[config.mk]
export PLATFORM = sky130hd
export DESIGN_NAME = wildcard_byte_pattern_search_flat
export DESIGN_NICKNAME = d
export VERILOG_FILES = /design/src/wbps_pkg.sv /design/src/wbps_in_if.sv /design/src/wbps_out_if.sv /design/src/wildcard_byte_pattern_search.sv /design/src/wbps_cell.sv /design/src/flat_wrapper.sv
export SDC_FILE = /design/constraint.sdc
export NUM_CORES = 1
export LEC_CHECK = 0
export ABC_AREA = 1
export ABC_CLOCK_PERIOD_IN_PS = 5700
export BUFFER_PORTS_ARGS = -buffer_cell sky130_fd_sc_hd__buf_2
export CORE_MARGIN = 5
export CORE_UTILIZATION = 55
export CTS_BUF_LIST = sky130_fd_sc_hd__clkbuf_16
export DETAILED_ROUTE_END_ITERATION = 10
export GPL_TIMING_DRIVEN = 0
export MAX_ROUTING_LAYER = met4
export PLACE_DENSITY = 0.75
export SLEW_MARGIN = 20
export SYNTH_ARGS = -nofsm -noshare
export SYNTH_HDL_FRONTEND = slang
export SYNTH_HIERARCHICAL = 1
export SYNTH_SLANG_ARGS = --single-unit
[constraint.sdc]
create_clock -name clk -period 5.7 [get_ports clk]
set_input_delay 0.855 -clock clk [delete_from_list [all_inputs] [get_ports clk]]
set_output_delay 0.855 -clock clk [all_outputs]
set_load 0.01 [all_outputs]
[src/wbps_pkg.sv]
package wbps_pkg;

	localparam int MAX_PATTERN_BYTES = 32;
	localparam int OFFSET_BITS       = 32;

	localparam int PAT_WORDS    = 4;
	localparam int PAT_WORD_W   = 64;
	localparam int CARE_W       = 32;
	localparam int PAT_LEN_W    = 6;
	localparam int CFG_INDEX_W  = 3;
	localparam int CFG_DATA_W   = 64;
	localparam int MATCH_OFF_W  = 32;
	localparam int LEN_BITS     = $clog2(MAX_PATTERN_BYTES + 1);
	localparam int IDX_BITS     = $clog2(MAX_PATTERN_BYTES);

	typedef enum logic [CFG_INDEX_W-1:0] {
		REG_PAT_LOW    = 3'd0,
		REG_PAT_SECOND = 3'd1,
		REG_PAT_THIRD  = 3'd2,
		REG_PAT_HIGH   = 3'd3,
		REG_CARE_MASK  = 3'd4,
		REG_PAT_LENGTH = 3'd5
	} cfg_reg_t;

	typedef struct packed {
		logic       update;
		logic       clear;
		logic [7:0] data_byte;
	} cell_ctrl_t;

endpackage

[src/wbps_in_if.sv]
interface wbps_in_if;
	logic       valid;
	logic       ready;
	logic [7:0] data_byte;
	logic       last_in_range;

	modport source (output valid, output data_byte, output last_in_range, input ready);
	modport sink (input valid, input data_byte, input last_in_range, output ready);
endinterface

[src/wbps_out_if.sv]
interface wbps_out_if;
	logic        valid;
	logic        ready;
	logic        found;
	logic [31:0] match_offset;

	modport source (output valid, output found, output match_offset, input ready);
	modport sink (input valid, input found, input match_offset, output ready);
endinterface

[src/wildcard_byte_pattern_search.sv]
// A result is registered in the cycle after the byte that causes it is accepted.
// Throughput: one byte per cycle, set by the row of shift-and match cells, while
// no result waits; the output register is refilled in the cycle it is drained.
// Reset (arst_n low, asynchronous): match state, position and output valid clear;
// pattern bytes reset to zero, care mask and pattern length to one.
module wildcard_byte_pattern_search (
	input  logic                           clk,
	input  logic                           arst_n,
	input  logic                           cfg_wr_en,
	input  logic [wbps_pkg::CFG_INDEX_W-1:0] cfg_index,
	input  logic [wbps_pkg::CFG_DATA_W-1:0]  cfg_wdata,
	wbps_in_if.sink                        in_ch,
	wbps_out_if.source                     out_ch
);
	import wbps_pkg::*;

	logic [PAT_WORD_W-1:0]   pat_word_q [PAT_WORDS];
	logic [CARE_W-1:0]       care_q;
	logic [PAT_LEN_W-1:0]    len_q;
	logic [OFFSET_BITS-1:0]  pos_q;
	logic                    reported_q;
	logic                    res_valid_q;
	logic                    found_q;
	logic [MATCH_OFF_W-1:0]  offset_q;

	logic                    in_accept;
	logic [31:0]             len_wide;
	logic [LEN_BITS-1:0]     len_eff;
	logic [IDX_BITS-1:0]     tail_idx;
	logic [MAX_PATTERN_BYTES-1:0] hit_vec;
	logic [MAX_PATTERN_BYTES-1:0] d_vec;
	logic                    tail_hit;
	logic                    emit;
	logic [OFFSET_BITS-1:0]  start_pos;
	cell_ctrl_t              ctrl;

	assign in_accept = in_ch.valid & in_ch.ready;
	assign in_ch.ready = ~res_valid_q | out_ch.ready;

	always_comb begin
		len_wide = 32'(len_q);
		if (len_wide == 32'd0) begin
			len_wide = 32'd1;
		end else if (len_wide > 32'(MAX_PATTERN_BYTES)) begin
			len_wide = 32'(MAX_PATTERN_BYTES);
		end
		len_eff  = LEN_BITS'(len_wide);
		tail_idx = IDX_BITS'(len_wide - 32'd1);
	end

	assign ctrl.update    = in_accept & ~reported_q;
	assign ctrl.clear     = in_accept & in_ch.last_in_range;
	assign ctrl.data_byte = in_ch.data_byte;

	for (genvar i = 0; i < MAX_PATTERN_BYTES; i++) begin : g_cell
		logic [7:0] pat_byte;
		logic       care;
		logic       enable;
		logic       prev;

		if (i < PAT_WORDS * 8) begin : g_lit
			assign pat_byte = pat_word_q[i / 8][(i % 8) * 8 +: 8];
			if (i == 0) begin : g_first
				assign care = 1'b1;
			end else begin : g_rest
				assign care = care_q[i];
			end
		end else begin : g_wild
			assign pat_byte = 8'd0;
			assign care     = 1'b0;
		end

		if (i == 0) begin : g_head
			assign prev = 1'b1;
		end else begin : g_link
			assign prev = hit_vec[i-1];
		end

		assign enable = (LEN_BITS'(i) < len_eff);

		wbps_cell u_cell (
			.clk      (clk),
			.arst_n   (arst_n),
			.ctrl     (ctrl),
			.pat_byte (pat_byte),
			.care     (care),
			.enable   (enable),
			.prev     (prev),
			.hit_q    (hit_vec[i]),
			.d        (d_vec[i])
		);
	end

	assign tail_hit  = d_vec[tail_idx];
	assign start_pos = pos_q - OFFSET_BITS'(len_wide - 32'd1);
	assign emit      = ~reported_q & (tail_hit | in_ch.last_in_range);

	always_ff @(posedge clk or negedge arst_n) begin
		if (!arst_n) begin
			pat_word_q[0] <= '0;
			pat_word_q[1] <= '0;
			pat_word_q[2] <= '0;
			pat_word_q[3] <= '0;
			care_q        <= CARE_W'(1);
			len_q         <= PAT_LEN_W'(1);
		end else if (cfg_wr_en) begin
			case (cfg_index)
				REG_PAT_LOW:    pat_word_q[0] <= cfg_wdata;
				REG_PAT_SECOND: pat_word_q[1] <= cfg_wdata;
				REG_PAT_THIRD:  pat_word_q[2] <= cfg_wdata;
				REG_PAT_HIGH:   pat_word_q[3] <= cfg_wdata;
				REG_CARE_MASK:  care_q        <= cfg_wdata[CARE_W-1:0];
				REG_PAT_LENGTH: len_q         <= cfg_wdata[PAT_LEN_W-1:0];
				default: ;
			endcase
		end
	end

	always_ff @(posedge clk or negedge arst_n) begin
		if (!arst_n) begin
			pos_q       <= '0;
			reported_q  <= 1'b0;
			res_valid_q <= 1'b0;
		end else begin
			if (in_accept) begin
				if (in_ch.last_in_range) begin
					pos_q      <= '0;
					reported_q <= 1'b0;
				end else begin
					pos_q      <= pos_q + OFFSET_BITS'(1);
					reported_q <= reported_q | tail_hit;
				end
				res_valid_q <= emit;
			end else if (out_ch.ready) begin
				res_valid_q <= 1'b0;
			end
		end
	end

	// hold the beat until taken
	always_ff @(posedge clk) begin
		if (in_accept && emit) begin
			found_q  <= tail_hit;
			offset_q <= tail_hit ? MATCH_OFF_W'(start_pos) : '0;
		end
	end

	assign out_ch.valid        = res_valid_q;
	assign out_ch.found        = found_q;
	assign out_ch.match_offset = offset_q;
endmodule

[src/wbps_cell.sv]
module wbps_cell (
	input  logic                clk,
	input  logic                arst_n,
	input  wbps_pkg::cell_ctrl_t ctrl,
	input  logic [7:0]          pat_byte,
	input  logic                care,
	input  logic                enable,
	input  logic                prev,
	output logic                hit_q,
	output logic                d
);
	import wbps_pkg::*;

	assign d = prev & enable & (~care | (pat_byte == ctrl.data_byte));

	always_ff @(posedge clk or negedge arst_n) begin
		if (!arst_n) begin
			hit_q <= 1'b0;
		end else if (ctrl.clear) begin
			hit_q <= 1'b0;
		end else if (ctrl.update) begin
			hit_q <= d;
		end
	end
endmodule

[src/flat_wrapper.sv]
// flat-port wrapper written by rule: the top's interface ports become plain ports
module wildcard_byte_pattern_search_flat import wbps_pkg::*;
  (clk, arst_n, cfg_wr_en, cfg_index, cfg_wdata, in_ch_valid, in_ch_data_byte, in_ch_last_in_range, in_ch_ready, out_ch_valid, out_ch_found, out_ch_match_offset, out_ch_ready);
  wbps_in_if in_ch_i ();
  wbps_out_if out_ch_i ();
  input  logic clk;
  input  logic arst_n;
  input  logic cfg_wr_en;
  input  logic [wbps_pkg::CFG_INDEX_W-1:0] cfg_index;
  input  logic [wbps_pkg::CFG_DATA_W-1:0] cfg_wdata;
  input wire logic [$bits(in_ch_i.valid)-1:0] in_ch_valid;
  input wire logic [$bits(in_ch_i.data_byte)-1:0] in_ch_data_byte;
  input wire logic [$bits(in_ch_i.last_in_range)-1:0] in_ch_last_in_range;
  output wire logic [$bits(in_ch_i.ready)-1:0] in_ch_ready;
  output wire logic [$bits(out_ch_i.valid)-1:0] out_ch_valid;
  output wire logic [$bits(out_ch_i.found)-1:0] out_ch_found;
  output wire logic [$bits(out_ch_i.match_offset)-1:0] out_ch_match_offset;
  input wire logic [$bits(out_ch_i.ready)-1:0] out_ch_ready;
  assign in_ch_i.valid = in_ch_valid;
  assign in_ch_i.data_byte = in_ch_data_byte;
  assign in_ch_i.last_in_range = in_ch_last_in_range;
  assign in_ch_ready = in_ch_i.ready;
  assign out_ch_valid = out_ch_i.valid;
  assign out_ch_found = out_ch_i.found;
  assign out_ch_match_offset = out_ch_i.match_offset;
  assign out_ch_i.ready = out_ch_ready;
  wildcard_byte_pattern_search u_core (.clk(clk), .arst_n(arst_n), .cfg_wr_en(cfg_wr_en), .cfg_index(cfg_index), .cfg_wdata(cfg_wdata), .in_ch(in_ch_i), .out_ch(out_ch_i));
endmodule
# --- Word level (Yosys, flattened, before mapping) ---
# Index checks and enable logic that the tools add are counted.
# Widths: inputs -> output; s select.
classes:
  addsub: 3
  n_lt_le_gt_ge: 34
  eq_ne: 37
  mux: 70
  bitwise_logic: 134
  n_reduce_logical: 11
ops:
  columns: ["operator", "n"]
  rows:
  - ["$eq 8x8->1", 32]
  - ["$lt 5x6->1 const A", 16]
  - ["$and 1x1->1", 67]
  - ["$mux 1", 66]
  - ["$lt 4x6->1 const A", 8]
  - ["$or 1x1->1", 34]
  - ["$not 1->1", 33]
  - ["$add 32x1->32 const B", 1]
  - ["$mux 32", 1]
  - ["$sub 32x32->32", 1]
  - ["$lt 3x6->1 const A", 4]
  - ["$lt 1x6->1 const A", 2]
  - ["$lt 2x6->1 const A", 2]
  - ["$mux 6", 2]
  - ["$reduce_and 2->1", 6]
  - ["$sub 6x1->7 const B", 1]
  - ["$eq 3x2->1 const B", 2]
  - ["$eq 3x3->1 const B", 2]
  - ["$gt 6x6->1 const B", 1]
  - ["$logic_not 6->1", 1]
  - ["$lt 5x6->1 const B", 1]
  - ["$bmux 1 s5", 1]
  - ["$reduce_bool 2->1", 2]
  - ["$eq 3x1->1 const B", 1]
  - ["2 further kinds", 2]
word_totals:
  regBits: 392
  in_bits: 81
  out_inout_bits: 35

# --- Depth between registers and ports, before layout ---
# Gate-level depths: netlist (run 1).
logic_depth:
  ltp_word: 11
  mapped_depth: 24
  depth_no_buf: 22

# --- Cells and area by module ---
# The synthesis (run 1) kept the hierarchy.
modules_own_cells:
  columns: ["mod", "instances", "cells_each", "area_each_um2", "seq_area_each_um2"]
  rows:
  - ["wildcard_byte_pattern_search", 1, 1877, 16344.4, 9175.0]
  - ["wbps_cell", 32, 39, 198.9, 25.0]

# --- Worst setup path after synthesis (run 1) ---
# No wires, ideal clock.
synth_path:
  path_kind: "in2reg"
  start: "in out_ch_ready"
  end: "reg u_core.found_q, in the netlist u_core/out_ch.found, enable pin"
  arrival_ps: 5397
  t_required_ps: 5312
  slack_ps: -85
  cell_stages: 7
  path_buffers: 1
  path_cell_list: "inv_1 -> nand2_1 -> nand2_1 -> buf_1 -> nor2_1 -> nand2_1 -> inv_1"
synth_between:
  elab_chain_len: 3
synth_lines:
  columns: ["item", "line", "source"]
  rows:
  - ["from (decl)", "flat_wrapper.sv:18", "input wire logic [$bits(out_ch_i.ready)-1:0] out_ch_ready;"]
  - ["$or 1x1->1", "wildcard_byte_pattern_search.sv:38", "assign in_ch.ready = ~res_valid_q | out_ch.ready;"]
  - ["named net in_ch_ready", "flat_wrapper.sv:14", "output wire logic [$bits(in_ch_i.ready)-1:0] in_ch_ready;"]
  - ["$and 1x1->1", "wildcard_byte_pattern_search.sv:37", "assign in_accept = in_ch.valid & in_ch.ready;"]
  - ["$logic_and 1x1->1", "wildcard_byte_pattern_search.sv:142", "if (in_accept && emit) begin"]
  - ["to (signal assigned)", "wildcard_byte_pattern_search.sv:143", "found_q <= tail_hit;"]
  - ["to (decl)", "wildcard_byte_pattern_search.sv:23", "logic found_q;"]
# The timed path passes the listed nets, and every way through them passes these cells.
# A chain may end at the register's enable or synchronous reset.

# --- Final worst setup path (run 1) ---
layout_path:
  start: "reg u_core.len_q[0]"
  end: "reg u_core.offset_q[19], in the netlist u_core/out_ch.match_offset[19] (data pin)"
layout_between:
  elab_chain_len: 8
  word_cells_on_any_way: 103
layout_lines:
  columns: ["item", "line", "source"]
  rows:
  - ["from (decl)", "wildcard_byte_pattern_search.sv:19", "logic [PAT_LEN_W-1:0] len_q;"]
  - ["from (signal assigned)", "wildcard_byte_pattern_search.sv:113", "REG_PAT_LENGTH: len_q <= cfg_wdata[PAT_LEN_W-1:0];"]
  - ["$gt 6x6->1", "wildcard_byte_pattern_search.sv:44", "end else if (len_wide > 32'(MAX_PATTERN_BYTES)) begin"]
  - ["$mux 6", "wildcard_byte_pattern_search.sv:44", null]
  - ["$mux 6 *", "wildcard_byte_pattern_search.sv:42", "if (len_wide == 32'd0) begin"]
  - ["branches (longest 5 deep; another with $sub 32x32->32)", null, null]
  - ["to (signal assigned)", "wildcard_byte_pattern_search.sv:144", "offset_q <= tail_hit ? MATCH_OFF_W'(start_pos) : '0;"]
  - ["to (decl)", "wildcard_byte_pattern_search.sv:24", "logic [MATCH_OFF_W-1:0] offset_q;"]
# Every way passes the cells marked *. The select of a mux whose other input is x is not followed.

==> summary.txt, run 1 <==
Power and ir drop
  • Maximum VDD drop: 315 uV
  • PD cells: 368 nW/um^2
  • Pleak: 13.5 nW

Cells and area
  • Fillers: 3668
  • Register area: 9950 um^2
  • Fin util: 0.627
  • NumNets Final: 3417
  • Multi-input gate area: 10500 um^2
  • Non-filler cells, final: 3868
  • Design area: 25600 um^2
  • Area Growth Syn to Fin: 13.0%
  • Share of cells above drive strength 1: 0.0867

Drt
  • Antenna-violating nets left: 0
  • DR iter-0 viols: 1757
  • DR vias: 20500
  • Via density: 5.30
  • Drt pass-1 iters: 5
  • Avg WL per Cell: 16.6 um
  • # DRC: 0
  • Total Routed Length: 64200 um

Critical path
  • CP max FO: 8
  • CP arrival: 5.02 ns
  • Most common cell on crit path: nand2_1
  • Worst setup path start: u_core/len_q[0]
  • Crit path launch type: flop
  • Crit-path slowest cell: dfstp_2
  • Crit path cell chain: nor2_1, nand3_1, nand2_1, nand2_1, ha_1, inv_1, nor2_4, inv_1, o21ai_1, ha_1, a21oi_1, a21boi_0, o21ai_0, nand3_1, nand2_1, nand2_1, nand3_1, a21oi_1
  • Cells on worst reg2reg path: 18
  • CP peak stage delay: 0.56 ns
  • Worst reg2reg startpoint: u_core/len_q[0]
  • Worst Path Required: 6.05 ns
  • Kind of critical path: reg2reg
  • Critical path endpoint category: flop

Floorplanning
  • Die W: 213 um
  • Die extent in y: 213 um
  • Area of the core: 40800 um^2
  • Initial Util: 0.555
  • Site Rows: 74
  • Io pins: 116
  • Die ar.: 45400 um^2

Clock network
  • Clock sink count: 391
  • CTS tree: done
  • Clock Latency Late Sink: 0.57 ns
  • CTS buffer count: 43
  • Clk root buf: clkbuf_16
  • CTS-repair resized insts: 0
  • Clock Tree Buf Depth: 3
  • CTS H-tree depth: 2
  • Cts hold-fix bufs: 0
  • # Post-CTS Setup Buffers: 0
  • CTS clk-pin slew, worst paths: 0.06 ns

Synth
  • Cells after Synth: 3122
  • Post-Synthesis Cell Area: 22700 um^2
  • Avg Inst Size Synth: 7.26 um^2
  • Ys Warns: 6

Timing
  • RSZ-0062 raised after global routing: no
  • Slew Limit Fails: 0
  • Setup_tns: 0 ns
  • Final Critical Period: 4.67 ns
  • Worst slew margin: 0.416
  • Worst Tran Pin Value: 0.877 ns
  • Final Hold Vio Count: 0
  • Max Fclk: 0.214 GHz
  • Final period util: 0.819
  • Final clock skew: 0.0217 ns
  • Final Setup Violations: 0
  • Fin Hold WS: 0.328 ns

Global route
  • Number of global-route vias before repair: 19800
  • Gr usage total: 0.296
  • First-pass GRT wire length: 104000 um
  • Largest net degree at the start of global routing: 102
  • Initial antenna violation count: 1
  • Gr ovfl total: 0

Placed design
  • DP Area: 24200 um^2
  • PortBufs: 115
  • Dpl hpwl: 46000 um
  • GPL Wtd Cong: 0.909
  • Cells after DPL: 3786

Status
  • Status: completed

Worst hold path
  • Worst Hold Class: in2async

Job
  • Max-cap viol count: 0
==> per-layer routing <==
layer	wire length (um)	GRT usage
met5	0	-
met4	1690	0.0874
met3	4500	0.0403
met2	29200	0.457
met1	28800	0.414
==> through the flow <==
step	total power, mW	setup slack, ns
4_1_cts	9.46	0.994
5_1_grt	10.0	0.727
3_5_place_dp	6.62	0.807
2_1_floorplan	5.77	0.0149
6_report	9.42	1.03
3_3_place_gp	6.48	-3.19
==> power breakdown <==
part | internal (mW) | switching [mW]
combinational | 1.03 | 1.71
sequential | 3.47 | 0.400
clock | 1.65 | 1.15
==> worst max-delay path: cells and delay by family, from the launching register on <==
family	cells	cell delay, ns
compound gates	5	1.60
buf+inv	2	0.21
flops	1	0.56
fa+ha+maj	2	0.89
simple gates	9	1.19
==> cell usage in the layout, fill, tap and decap left out, drive strengths merged <==
master,count
a211oi,2
a21boi,3
a21o,5
a21oi,90
a31o,2
a31oi,9
buf,133
bufinv,5
clkbuf,114
clkinv,20
clkinvlp,2
conb,11
dfrtp,357
dfstp,1
diode,1
edfxtp,33
fa,1
ha,35
inv,521
nand2,1136
nand3,71
nand3b,14
nand4,12
nor2,173
nor3,30
nor3b,1
nor4,10
o211ai,1
o21a,5
o21ai,342
o21bai,32
o31ai,7
or2,2
xnor2,131
xor2,24
==> sequential cells by signal, summed over array words and instances (netlist names) <==
name and flops:
u_core/out_ch.found 1, u_core/pos_q 32, u_core/care_q 31, u_core/g_cell.u_cell/hit_q 31, u_core/g_cell.pat_byte 256, u_core/out_ch.match_offset 32, u_core/len_q 6, u_core/out_ch.valid 1
u_core/reported_q 1
==> area by class of cell <==
class                   instances  share of cell area
multi-input cells            2149               0.410
flip-flops and latches        391               0.388
inverters                     513              0.0754
clock buffers                  45              0.0440
repair buffers                123              0.0315
well taps                     532              0.0260
plain buffers                  79              0.0129
clock inverters                35              0.0115
diodes                          1           0.0000977
==> final timing paths <==
kind / endpoint / slack (ns)
max: u_core/out_ch.match_offset[19] / 1.03
min: u_core/g_cell[29].pat_byte[4] / 0.33
max reg2reg: u_core/out_ch.match_offset[19] / 1.03
min reg2reg: u_core/care_q[5] / 0.48
max in group asynchronous: u_core/out_ch.valid / 3.98
min in group clk: u_core/care_q[5] / 0.48
(Power assumes the default switching activity.)
==> run 2, diff against run 1 <==
- ABC_CLOCK_PERIOD_IN_PS: 5700 -> 4700
- clock period: 5.7 -> 4.7 ns (I/O delays scaled with it)
==> run 2 against run 1 <==
Effect of this change:
- via count is 0.44% higher
- sequential cell count is the same
- largest cell class unchanged
- core utilization hardly changed
- total power is 21% higher
- highest routed layer unchanged
- clock power rose by 21%
- register-to-register slack worse by 0.58 ns
- maximum frequency is 10% higher
- critical endpoint unchanged
- sequential power grew 21%
- sequential share of layout area hardly changed
==> summary.txt, run 2 (synthesized netlist as in run 1, its figures left out) <==
Status
  • Status: completed

Drt
  • Total Routed Length: 64500 um
  • DR vias: 20600
  • Via density: 5.33
  • # DRC: 0
  • Avg WL per Cell: 16.7 um
  • Drt pass-1 iters: 8
  • DR iter-0 viols: 1752
  • Antenna-violating nets left: 0

Floorplanning
  • Die ar.: 45400 um^2
  • Site Rows: 74
  • Io pins: 116
  • Die extent in y: 213 um
  • Area of the core: 40800 um^2
  • Die W: 213 um
  • Initial Util: 0.555

Global route
  • GR met1 Demand/Resource: 0.411
  • Gr ovfl total: 0
  • Number of global-route vias before repair: 19800
  • First-pass GRT wire length: 103000 um
  • Met2 Track Usage GR: 0.455
  • Busiest layer in global routing: met2
  • Initial antenna violation count: 2
  • Met3 GRT Util: 0.0420
  • Gr usage total: 0.296
  • Largest net degree at the start of global routing: 93

Cells and area
  • Fillers: 3620
  • Commonest cells after routing, fill and taps aside: 1101 x nand2_1, 512 x inv_1, 357 x dfrtp_1, 340 x o21ai_0, 154 x nor2_1
  • NumNets Final: 3417
  • Share of cells above drive strength 1: 0.0867
  • Area Growth Syn to Fin: 13.0%
  • Max FFs per register: 256
  • Fin util: 0.628
  • Non-filler cells, final: 3867
  • Most common cell after layout, fill and taps aside: nand2_1
  • Design area: 25600 um^2

Critical path
  • CP arrival: 4.62 ns
  • Worst Path Required: 5.08 ns
  • Crit path launch type: flop
  • CP max FO: 8
  • Kind of critical path: reg2reg
  • Critical path endpoint category: flop

Clock network
  • CTS tree: done
  • Clk root buf: clkbuf_16
  • Clock Latency Late Sink: 0.59 ns
  • # Post-CTS Setup Buffers: 0
  • CTS buffer count: 43
  • CTS clk-pin slew, worst paths: 0.06 ns
  • CTS H-tree depth: 2
  • Clock sink count: 391
  • Clock Tree Buf Depth: 3

Placed design
  • Dpl hpwl: 46200 um
  • PortBufs: 115
  • DP Area: 24200 um^2
  • Cells after DPL: 3786
  • GPL Wtd Cong: 0.926
  • Pre-CTS setup slack: 0.0230 ns

Power and ir drop
  • Maximum VDD drop: 348 uV
  • PD cells: 447 nW/um^2
  • Pleak: 13.5 nW

Timing
  • Final setup margin: 0.455 ns
  • Slew Limit Fails: 0
  • Final Setup Violations: 0
  • Final period util: 0.903
  • Final clock skew: 0.0200 ns
  • RSZ-0062 raised after global routing: no
  • Final Critical Period: 4.25 ns
  • Final Hold Vio Count: 0
  • Worst slew margin: 0.408
  • Max Fclk: 0.236 GHz
  • Worst Tran Pin Value: 0.887 ns

Worst hold path
  • Worst Hold Class: in2reg

Job
  • Max-cap viol count: 0
run 2: cell count changes in the layout (fill, tap and decap cells not counted), moves of 2 or more:
cell       previous run  this run
buf_12                2         0
buf_2               111       109
buf_4                 6         8
clkbuf_16            45        43
inv_1               514       512
run 2: power breakdown:
group	switching [mW]	leakage [nW]	internal, mW
Clock	1.40	0.714	2.00
Sequential	0.480	4.86	4.21
Combinational	2.09	7.92	1.26
Total	3.97	13.5	7.47
run 2: stage by stage:
| step | TNS, ns | total power [mW] | hold WS (ns) |
|---|---|---|---|
| after floorplan | 0 | 6.99 | 0.409 |
| after global placement | -1458.83 | 7.84 | 0.467 |
| after detailed placement | 0 | 8.04 | 0.476 |
| after CTS | 0 | 11.5 | 0.392 |
| after global routing | 0 | 12.2 | 0.450 |
| final | 0 | 11.4 | 0.416 |
run 2: area by class of cell:
cell class | count | area, um^2 | share of cell area
diodes | 2 | 5.00 | 0.000195
plain buffers | 79 | 330 | 0.0129
inverters | 513 | 1930 | 0.0753
well taps | 532 | 666 | 0.0260
clock buffers | 43 | 1080 | 0.0420
repair buffers | 123 | 808 | 0.0315
clock inverters | 35 | 348 | 0.0136
multi-input cells | 2149 | 10500 | 0.410
flip-flops and latches | 391 | 9950 | 0.388
run 2: final timing paths:
path,from,endpoint,slack (ns),depth (start not counted)
min in group asynchronous,arst_n,u_core/g_cell[5].pat_byte[4],0.60,2
hold reg to reg,u_core/care_q[11],u_core/care_q[11],0.48,2
hold / removal,out_ch_ready,u_core/out_ch.valid,0.42,4
setup / recovery,u_core/len_q[0],u_core/out_ch.match_offset[19],0.45,18
setup reg to reg,u_core/len_q[0],u_core/out_ch.match_offset[19],0.45,18
max in group asynchronous,arst_n,u_core/len_q[0],2.57,5
run 2: timing repair:
action | in CTS | in global routing
gates resized for setup | 0 | 2
endpoints found under the hold margin | 7 | 0
hold buffers | 1 | 0
setup endpoints to repair | 0 | 26
run 2: worst max-delay path, cell delays in order (launching register included):
cell and delay (ns):
dfstp_2 0.56, nor2_1 0.09, nand3_1 0.09, nand2_1 0.07
nand2_1 0.28, ha_2 0.39, inv_1 0.11, nor2_4 0.17
inv_1 0.07, o21ai_1 0.37, ha_1 0.36, a21oi_1 0.15
a21boi_1 0.33, o21ai_0 0.26, nand3_1 0.13, nand2_1 0.14
nand2_1 0.12, nand3_1 0.08, a21oi_1 0.28
run 2: metal layers:
layer,share of wire,vias to the layer above
met5,0,-
met4,0.026,0
met3,0.074,123
met2,0.46,669
met1,0.44,9818
li1,-,9985
